`config.mk`:
```
export PLATFORM = sky130hd
export DESIGN_NAME = antialiased_line_pixel_shader
export DESIGN_NICKNAME = d
export VERILOG_FILES = /design/src/hw/rtl/alps_pkg.sv /design/src/hw/rtl/alps_setup.sv /design/src/hw/rtl/alps_pixel_pipe.sv /design/src/hw/rtl/antialiased_line_pixel_shader.sv
export SDC_FILE = /design/constraint.sdc
export NUM_CORES = 2
export LEC_CHECK = 0
export BUFFER_PORTS_ARGS = -buffer_cell sky130_fd_sc_hd__buf_2
export CAP_MARGIN = 20
export CORE_ASPECT_RATIO = 0.7
export CORE_MARGIN = 2
export CORE_UTILIZATION = 65
export CTS_CLUSTER_SIZE = 8
export DETAILED_ROUTE_END_ITERATION = 6
export HOLD_SLACK_MARGIN = 0.03
export PLACE_DENSITY = 0.9
export SLEW_MARGIN = 40
export SYNTH_ARGS = -nofsm -noshare
export SYNTH_HDL_FRONTEND = slang
export SYNTH_HIERARCHICAL = 1
export SYNTH_SLANG_ARGS = --single-unit
```
`constraint.sdc`:
```
create_clock -name clk -period 9.9 [get_ports clk]
set_input_delay 1.485 -clock clk [delete_from_list [all_inputs] [get_ports clk]]
set_output_delay 1.485 -clock clk [all_outputs]
set_load 0.01 [all_outputs]
```
`src/hw/rtl/alps_pkg.sv`:
```
package alps_pkg;

	localparam int CFG_IDX_BITS = 3;

	// Configuration register indexes
	typedef enum logic [CFG_IDX_BITS-1:0] {
		CFG_START_X = 3'd0,
		CFG_START_Y = 3'd1,
		CFG_END_X   = 3'd2,
		CFG_END_Y   = 3'd3,
		CFG_SMOOTH  = 3'd4
	} cfg_idx_t;

	// Setup sequencer states
	typedef enum logic [5:0] {
		ST_IDLE  = 6'b000001,
		ST_LOAD  = 6'b000010,
		ST_DIV   = 6'b000100,
		ST_SLOPE = 6'b001000,
		ST_PROD  = 6'b010000,
		ST_ICPT  = 6'b100000
	} setup_state_t;

	localparam logic [7:0] RED_FULL = 8'hFF;
	localparam logic [7:0] RED_NONE = 8'h00;

endpackage

```
`src/hw/rtl/alps_setup.sv`:
```
module alps_setup #(
	parameter int COORD_BITS = 12,
	parameter int FRAC_BITS  = 16
) (
	input  logic                                   clk,
	input  logic                                   arst_n,
	input  logic                                   cfg_valid,
	output logic                                   cfg_ready,
	input  logic [alps_pkg::CFG_IDX_BITS-1:0]      cfg_index,
	input  logic [COORD_BITS-1:0]                  cfg_data,
	output logic                                   setup_ready,
	output logic                                   smooth_enable,
	output logic                                   axes_swapped,
	output logic [COORD_BITS-1:0]                  span_low,
	output logic [COORD_BITS-1:0]                  span_high,
	output logic signed [FRAC_BITS+1:0]            slope,
	output logic signed [COORD_BITS+FRAC_BITS+1:0] intercept
);

	localparam int C    = COORD_BITS;
	localparam int F    = FRAC_BITS;
	localparam int NB   = C + F;
	localparam int SLW  = F + 2;
	localparam int ICW  = C + F + 2;
	localparam int CNTW = $clog2(NB + 1);

	logic [C-1:0] start_x_q, start_y_q, end_x_q, end_y_q;
	logic         smooth_q;
	alps_pkg::setup_state_t state_q;
	logic         ready_q;

	logic         swap_q, neg_q, zero_q;
	logic [C-1:0] lo_q, hi_q, x0_q, y0_q, dvs_q, rem_q;
	logic [NB-1:0] dq_q;
	logic [CNTW-1:0] cnt_q;
	logic signed [SLW-1:0] slope_q;
	logic signed [ICW-1:0] prod_q, icpt_q;

	logic cfg_hit;
	logic signed [C:0] dx_raw, dy_raw;
	logic [C:0] adx, ady;
	logic steep;
	logic [C-1:0] x0s, y0s, x1s, y1s;
	logic [C-1:0] dx_abs, dy_abs;
	logic dx_neg, dy_neg;
	logic [C:0] trial;
	logic ge;
	logic [C:0] rem_sub;
	logic [SLW-1:0] mag;
	logic signed [ICW:0] prod_full;

	assign cfg_ready = 1'b1;

	always_comb begin
		unique case (cfg_index)
			alps_pkg::CFG_START_X,
			alps_pkg::CFG_START_Y,
			alps_pkg::CFG_END_X,
			alps_pkg::CFG_END_Y,
			alps_pkg::CFG_SMOOTH: cfg_hit = cfg_valid;
			default:              cfg_hit = 1'b0;
		endcase
	end

	// Endpoint deltas, steepness test and axis swap
	always_comb begin
		dx_raw = $signed({1'b0, end_x_q}) - $signed({1'b0, start_x_q});
		dy_raw = $signed({1'b0, end_y_q}) - $signed({1'b0, start_y_q});
		adx    = dx_raw[C] ? (C+1)'(-dx_raw) : (C+1)'(dx_raw);
		ady    = dy_raw[C] ? (C+1)'(-dy_raw) : (C+1)'(dy_raw);
		steep  = adx < ady;
		x0s    = steep ? start_y_q : start_x_q;
		y0s    = steep ? start_x_q : start_y_q;
		x1s    = steep ? end_y_q   : end_x_q;
		y1s    = steep ? end_x_q   : end_y_q;
		dx_abs = steep ? ady[C-1:0] : adx[C-1:0];
		dy_abs = steep ? adx[C-1:0] : ady[C-1:0];
		dx_neg = steep ? dy_raw[C] : dx_raw[C];
		dy_neg = steep ? dx_raw[C] : dy_raw[C];
	end

	// One restoring division step per cycle
	always_comb begin
		trial   = {rem_q, dq_q[NB-1]};
		ge      = trial >= {1'b0, dvs_q};
		rem_sub = trial - {1'b0, dvs_q};
		mag     = {1'b0, dq_q[F:0]};
		prod_full = $signed({1'b0, x0_q}) * slope_q;
	end

	always_ff @(posedge clk or negedge arst_n) begin
		if (!arst_n) begin
			start_x_q <= '0;
			start_y_q <= '0;
			end_x_q   <= '0;
			end_y_q   <= '0;
			smooth_q  <= 1'b0;
			state_q   <= alps_pkg::ST_LOAD;
			ready_q   <= 1'b0;
			cnt_q     <= '0;
		end else if (cfg_hit) begin
			unique case (cfg_index)
				alps_pkg::CFG_START_X: start_x_q <= cfg_data;
				alps_pkg::CFG_START_Y: start_y_q <= cfg_data;
				alps_pkg::CFG_END_X:   end_x_q   <= cfg_data;
				alps_pkg::CFG_END_Y:   end_y_q   <= cfg_data;
				default:               smooth_q  <= cfg_data[0];
			endcase
			// restart the setup on every register write
			state_q <= alps_pkg::ST_LOAD;
			ready_q <= 1'b0;
		end else begin
			unique case (state_q)
				alps_pkg::ST_LOAD: begin
					cnt_q   <= CNTW'(NB);
					state_q <= alps_pkg::ST_DIV;
				end
				alps_pkg::ST_DIV: begin
					cnt_q <= cnt_q - 1'b1;
					if (cnt_q == CNTW'(1)) begin
						state_q <= alps_pkg::ST_SLOPE;
					end
				end
				alps_pkg::ST_SLOPE: state_q <= alps_pkg::ST_PROD;
				alps_pkg::ST_PROD:  state_q <= alps_pkg::ST_ICPT;
				alps_pkg::ST_ICPT: begin
					ready_q <= 1'b1;
					state_q <= alps_pkg::ST_IDLE;
				end
				default: state_q <= alps_pkg::ST_IDLE;
			endcase
		end
	end

	always_ff @(posedge clk) begin
		unique case (state_q)
			alps_pkg::ST_LOAD: begin
				swap_q <= steep;
				x0_q   <= x0s;
				y0_q   <= y0s;
				lo_q   <= (x0s > x1s) ? x1s : x0s;
				hi_q   <= (x0s > x1s) ? x0s : x1s;
				dvs_q  <= dx_abs;
				neg_q  <= dx_neg ^ dy_neg;
				zero_q <= dx_abs == '0;
				rem_q  <= '0;
				dq_q   <= {dy_abs, {F{1'b0}}};
			end
			alps_pkg::ST_DIV: begin
				rem_q <= ge ? rem_sub[C-1:0] : trial[C-1:0];
				dq_q  <= {dq_q[NB-2:0], ge};
			end
			alps_pkg::ST_SLOPE: begin
				// single point line: force slope to zero
				if (zero_q) begin
					slope_q <= '0;
				end else begin
					slope_q <= neg_q ? $signed(-mag) : $signed(mag);
				end
			end
			alps_pkg::ST_PROD: prod_q <= prod_full[ICW-1:0];
			alps_pkg::ST_ICPT: icpt_q <= $signed({2'b00, y0_q, {F{1'b0}}}) - prod_q;
			default: ;
		endcase
	end

	assign setup_ready   = ready_q;
	assign smooth_enable = smooth_q;
	assign axes_swapped  = swap_q;
	assign span_low      = lo_q;
	assign span_high     = hi_q;
	assign slope         = slope_q;
	assign intercept     = icpt_q;

endmodule

```
`src/hw/rtl/alps_pixel_pipe.sv`:
```
module alps_pixel_pipe #(
	parameter int COORD_BITS = 12,
	parameter int FRAC_BITS  = 16
) (
	input  logic                                   clk,
	input  logic                                   arst_n,
	input  logic                                   setup_ready,
	input  logic                                   smooth_enable,
	input  logic                                   axes_swapped,
	input  logic [COORD_BITS-1:0]                  span_low,
	input  logic [COORD_BITS-1:0]                  span_high,
	input  logic signed [FRAC_BITS+1:0]            slope,
	input  logic signed [COORD_BITS+FRAC_BITS+1:0] intercept,
	input  logic                                   in_valid,
	output logic                                   in_ready,
	input  logic [COORD_BITS-1:0]                  pixel_x,
	input  logic [COORD_BITS-1:0]                  pixel_y,
	output logic                                   out_valid,
	input  logic                                   out_ready,
	output logic [7:0]                             red_level
);

	localparam int C   = COORD_BITS;
	localparam int F   = FRAC_BITS;
	localparam int PW  = C + F + 3;
	localparam int ICW = C + F + 2;
	localparam int SW  = C + F + 4;
	localparam int LW  = SW - F;

	logic en1, en2, en3, en4;
	logic v_s1, v_s2, v_s3, v_s4;

	logic [C-1:0] px_s1, py_s1, py_s2;
	logic span_s1, span_s2;
	logic signed [PW-1:0] prod_s2;
	logic on_s3, below_s3, above_s3;
	logic [F-1:0] err_s3;
	logic [7:0] red_s4;

	logic [C-1:0] pxs, pys;
	logic signed [SW-1:0] ideal_h;
	logic signed [LW-1:0] line_y, diff;
	logic [F:0] cov_lo, cov_hi;
	logic [F+8:0] scl_lo, scl_hi;
	logic [7:0] red_nx;

	// Each stage moves when it is empty or the next one moves
	assign en4      = !v_s4 || out_ready;
	assign en3      = !v_s3 || en4;
	assign en2      = !v_s2 || en3;
	assign en1      = !v_s1 || en2;
	assign in_ready = setup_ready && en1;

	always_ff @(posedge clk or negedge arst_n) begin
		if (!arst_n) begin
			v_s1 <= 1'b0;
			v_s2 <= 1'b0;
			v_s3 <= 1'b0;
			v_s4 <= 1'b0;
		end else begin
			if (en1) v_s1 <= in_valid && in_ready;
			if (en2) v_s2 <= v_s1;
			if (en3) v_s3 <= v_s2;
			if (en4) v_s4 <= v_s3;
		end
	end

	// Stage 1: axis swap and span test
	always_comb begin
		pxs = axes_swapped ? pixel_y : pixel_x;
		pys = axes_swapped ? pixel_x : pixel_y;
	end

	always_ff @(posedge clk) begin
		if (en1) begin
			px_s1   <= pxs;
			py_s1   <= pys;
			span_s1 <= (pxs >= span_low) && (pxs <= span_high);
		end
	end

	// Stage 2: slope times column
	always_ff @(posedge clk) begin
		if (en2) begin
			prod_s2 <= PW'(slope * $signed({1'b0, px_s1}));
			py_s2   <= py_s1;
			span_s2 <= span_s1;
		end
	end

	// Stage 3: add intercept and half, round, compare rows
	always_comb begin
		ideal_h = $signed({prod_s2[PW-1], prod_s2})
			+ $signed({{2{intercept[ICW-1]}}, intercept})
			+ $signed(SW'(1) << (F - 1));
		line_y  = ideal_h[SW-1:F];
		diff    = $signed({{(LW-C){1'b0}}, py_s2}) - line_y;
	end

	always_ff @(posedge clk) begin
		if (en3) begin
			on_s3    <= span_s2 && (diff == LW'(0));
			below_s3 <= span_s2 && (diff == -LW'(1));
			above_s3 <= span_s2 && (diff == LW'(1));
			err_s3   <= ideal_h[F-1:0];
		end
	end

	// Stage 4: coverage scaled by 255, truncated
	always_comb begin
		cov_lo = {1'b1, {F{1'b0}}} - {1'b0, err_s3};
		cov_hi = {1'b0, err_s3};
		scl_lo = {cov_lo, 8'h00} - {8'h00, cov_lo};
		scl_hi = {cov_hi, 8'h00} - {8'h00, cov_hi};
		priority if (on_s3) begin
			red_nx = alps_pkg::RED_FULL;
		end else if (smooth_enable && below_s3) begin
			red_nx = scl_lo[F+7:F];
		end else if (smooth_enable && above_s3) begin
			red_nx = scl_hi[F+7:F];
		end else begin
			red_nx = alps_pkg::RED_NONE;
		end
	end

	always_ff @(posedge clk) begin
		if (en4) begin
			red_s4 <= red_nx;
		end
	end

	assign out_valid = v_s4;
	assign red_level = red_s4;

endmodule

```
`src/hw/rtl/antialiased_line_pixel_shader.sv`:
```
// Channel     Dir  Payload (low bit up)                      Beat when
// s_axis      in   tdata: pixel_x, pixel_y, zero fill        tvalid && tready
// m_axis      out  tdata: red_level                          tvalid && tready
// cfg         in   cfg_index, cfg_data                       cfg_valid && cfg_ready
//
// One pixel per cycle while m_axis_tready and the setup allow; a pixel passes four register stages.
// After reset and after each register write the setup loads, runs the bit-serial slope divider,
// then forms slope, product and intercept; s_axis_tready stays low meanwhile.
// Stages advance independently, so an output stall only fills the bubbles behind it.
// arst_n clears valid bits, configuration and setup state.
module antialiased_line_pixel_shader #(
	parameter int COORD_BITS = 12,
	parameter int FRAC_BITS  = 16
) (
	input  logic                                  clk,
	input  logic                                  arst_n,
	input  logic                                  s_axis_tvalid,
	output logic                                  s_axis_tready,
	input  logic [((2*COORD_BITS+7)/8)*8-1:0]     s_axis_tdata,   // pixel_x, pixel_y
	output logic                                  m_axis_tvalid,
	input  logic                                  m_axis_tready,
	output logic [7:0]                            m_axis_tdata,   // red_level
	input  logic                                  cfg_valid,
	output logic                                  cfg_ready,
	input  logic [alps_pkg::CFG_IDX_BITS-1:0]     cfg_index,
	input  logic [COORD_BITS-1:0]                 cfg_data
);

	logic setup_ready, smooth_enable, axes_swapped;
	logic [COORD_BITS-1:0] span_low, span_high;
	logic signed [FRAC_BITS+1:0] slope;
	logic signed [COORD_BITS+FRAC_BITS+1:0] intercept;

	alps_setup #(
		.COORD_BITS(COORD_BITS),
		.FRAC_BITS (FRAC_BITS)
	) u_setup (
		.clk          (clk),
		.arst_n       (arst_n),
		.cfg_valid    (cfg_valid),
		.cfg_ready    (cfg_ready),
		.cfg_index    (cfg_index),
		.cfg_data     (cfg_data),
		.setup_ready  (setup_ready),
		.smooth_enable(smooth_enable),
		.axes_swapped (axes_swapped),
		.span_low     (span_low),
		.span_high    (span_high),
		.slope        (slope),
		.intercept    (intercept)
	);

	alps_pixel_pipe #(
		.COORD_BITS(COORD_BITS),
		.FRAC_BITS (FRAC_BITS)
	) u_pipe (
		.clk          (clk),
		.arst_n       (arst_n),
		.setup_ready  (setup_ready),
		.smooth_enable(smooth_enable),
		.axes_swapped (axes_swapped),
		.span_low     (span_low),
		.span_high    (span_high),
		.slope        (slope),
		.intercept    (intercept),
		.in_valid     (s_axis_tvalid),
		.in_ready     (s_axis_tready),
		.pixel_x      (s_axis_tdata[COORD_BITS-1:0]),
		.pixel_y      (s_axis_tdata[2*COORD_BITS-1:COORD_BITS]),
		.out_valid    (m_axis_tvalid),
		.out_ready    (m_axis_tready),
		.red_level    (m_axis_tdata)
	);

endmodule

```
==> metrics.csv <==
stage;metric;value;unit
clocking;H-tree depth;2;
worst_setup_path;Worst EP required;10200;ps
finish;register area;9946;um2
hold_path;hold crit path type;register to register;
clocking;clock buffer depth;3;
placement;Final Wtd Congestion;0.9649;
run_status;status;finished, final reports clean;
floorplanning;IO Pins;55;
finish;share of layout cells above drive strength 1;0.06946;
clocking;CTS tree;built;
timing;Tcrit/Tclk final;0.8289;
finish;area of the multi-input gates;23770;um2
synth;#FFs+latches synth;342;
clocking;Clk Latency, worst-skew pair;580;ps
grt;largest net degree at the start of global routing;66;
worst_setup_path;CP endpoint;u_setup/span_low[2];
detailed_routing;Final ANT Viol Nets;0;
timing;post-layout min period;8206;ps
synth;ys async rst share;0.1901;
run;maxcap violations;0;
floorplanning;die width;287.2;um
detailed_routing;total wire length;95270;um
worst_setup_path;Worst Setup SP;u_setup/start_y_q[0];
placement;Cell Area, Placed;37580;um2
detailed_routing;wire per inst;21.24;um
finish;P&R area growth vs syn;7.171;%
synth;Yosys warning total;6;
grt;vias in the first global route;28340;
clocking;Sink Count;342;
timing;Final Hold Viols;0;
clocking;Num CTS Buffers;48;
timing;skew final;30.00;ps
synth;Post-Syn Nets;4459;
grt;first-pass GRT wire length;150500;um
placement;post-DP HPWL;69590;um
worst_setup_path;CP max FO;59;
placement;I/O Buffers;53;
worst_setup_path;Crit Path Class;register to register;
timing;setup TNS;0;ps
worst_setup_path;flop2flop setup slack;1690;ps
timing;Max-slew headroom;0.3600;
grt;initial antenna violation count;0;
synth;Synth Instances;3685;
worst_setup_path;CP arrival;8500;ps
worst_setup_path;crit-path most repeated cell;ha_1;
finish;Post-Layout Cell Count;4485;
timing;fin. max-slew vios;0;
placement;Cells after DPL;4392;
detailed_routing;vias;27900;
finish;design area;39120;um2
timing;Slew @ Worst Pin;960.0;ps
grt;total grt overflow;0;
synth;dominant cell type by area after synthesis;edfxtp_1;
placement;dpl ws;2311;ps
grt;GRT Overall Usage;0.3279;
floorplanning;Starting Density;0.6588;
clocking;post-CTS sizing;0;
worst_setup_path;Worst path max stage delay;680;ps
synth;Synth top area share;0.2279;
clocking;Reg clk slew, reported paths;50;ps
timing;Setup WS post-layout;1694;ps
worst_setup_path;Critical Path End Type;register;
floorplanning;Core Footprint;55400;um2
synth;top cells by area, synth;edfxtp_1 (23%), fa_1 (22%), ha_1 (11%);
detailed_routing;DRT iter0 DRCs;3051;
worst_setup_path;worst flop-to-flop path startpoint;u_setup/start_y_q[0];
worst_setup_path;reg2reg path depth;29;
clocking;clk root buf;clkbuf_16;
clocking;Setup Buffers After CTS;0;
clocking;CTS Hold Buffers Added;0;
synth;Synth Flop Type;edfxtp_1;
finish;fin nets;4491;
detailed_routing;drt drc;0;
synth;most common cell in the synthesized netlist;inv_1;
floorplanning;Die H;202.3;um
synth;Syn Std Cell Area;36500;um2
worst_setup_path;Critical-path top delay cell;buf_4;
timing;RSZ-0062 raised after global routing;no;
detailed_routing;routed vias/inst;6.222;
synth;Unique masters post-synth;93;
detailed_routing;DRT Pass-1 Iters;6;
floorplanning;DIE AREA;58100;um2
finish;filler instances;3570;
synth;EDFF count, synth;277;
timing;Peak Freq;0.1219;GHz
synth;sequential share of the synthesized area;0.2725;
timing;Final setup viols;0;
synth;syn_area_per_cell;9.905;um2
worst_setup_path;reg-to-reg endpoint;u_setup/span_low[2];
worst_setup_path;Startpoint Class;register;
synth;Post-synth top cells;inv_1 (653), fa_1 (398), nand2_1 (354);
floorplanning;cell row count;72;
## stage by stage
stage                 util  hold WS, ps
floorplan                -        400.3
global placement    0.6763        404.3
detailed placement  0.6783        404.5
CTS                 0.7027        415.5
global route        0.7060        422.5
finish              0.7061        415.9
## metal layers
layer / part of all wire / GRT usage / routed length [um] / vias to the layer above
met2: 0.45 / 0.5100 / 42870 / 1780
met1: 0.39 / 0.4444 / 37430 / 13590
li1: - / - / - / 12170
met3: 0.11 / 0.08533 / 10550 / 369
met4: 0.046 / 0.1230 / 4412 / 0
met5: 0 / 0 / 0 / -
## worst min path at each step
stage / endpoint / depth (start not counted) / from
after global routing: u_pipe/py_s2[3] / 0 / u_pipe/py_s1[3]
after global placement: u_pipe/py_s2[3] / 0 / u_pipe/py_s1[3]
after floorplan: u_pipe/py_s2[0] / 0 / u_pipe/py_s1[0]
after CTS: u_pipe/py_s2[3] / 0 / u_pipe/py_s1[3]
after detailed placement: u_pipe/py_s2[3] / 0 / u_pipe/py_s1[3]
final: u_pipe/py_s2[3] / 0 / u_pipe/py_s1[3]
## area by class of cell
| type | count | share of cell area |
|---|---|---|
| repair buffers | 93 | 0.01695 |
| inverters | 654 | 0.06276 |
| flip-flops and latches | 342 | 0.2543 |
| well taps | 740 | 0.02367 |
| clock inverters | 2 | 0.001279 |
| clock buffers | 74 | 0.03320 |
| diodes | 2 | 0.0001279 |
| multi-input cells | 2578 | 0.6078 |
## registers in the layout, summed over array words and instances (netlist names), 16 cells and up
name / count
u_pipe/err_s3: 16
u_pipe/prod_s2: 31
u_setup/dq_q: 28
u_setup/intercept: 30
u_setup/prod_q: 30
u_setup/slope: 18
## cells by family after synthesis
logic type / share of synthesized area
other: 0.0001027
xor gates and xnor gates: 0.05231
AOI/OAI and AO/OA: 0.09088
buffers and inverters: 0.07888
adders and majority gates: 0.3321
DFF: 0.2725
and+or+nand+nor: 0.1379
muxes: 0.03531
## worst max-delay path, delay by kind of cell (launching register included)
kind / cells / cell delay (ps)
flops: 1 / 430
buf+inv: 4 / 1180
xor+xnor: 1 / 260
simple gates: 9 / 1440
fa+ha+maj: 4 / 1340
mux: 2 / 580
compound gates: 9 / 2640
## cell usage in the layout (no fill, tap or decap), drive strengths merged, types with 21 or more instances in the layout
| cell type | instances |
|---|---|
| fa | 398 |
| nand2 | 354 |
| o21ai | 121 |
| clkbuf | 74 |
| a211oi | 21 |
| edfxtp | 277 |
| nor2 | 149 |
| nor3 | 46 |
| mux2 | 54 |
| inv | 654 |
| ha | 332 |
| dfrtp | 64 |
| nand4 | 22 |
| nand3 | 39 |
| xor2 | 63 |
| a21o | 66 |
| mux2i | 68 |
| and2 | 251 |
| xnor2 | 152 |
| buf | 93 |
| a21oi | 135 |
| nand2b | 30 |
Power is not shown: default switching activity piles up to over one toggle a cycle in this logic, so the estimate is an artifact.
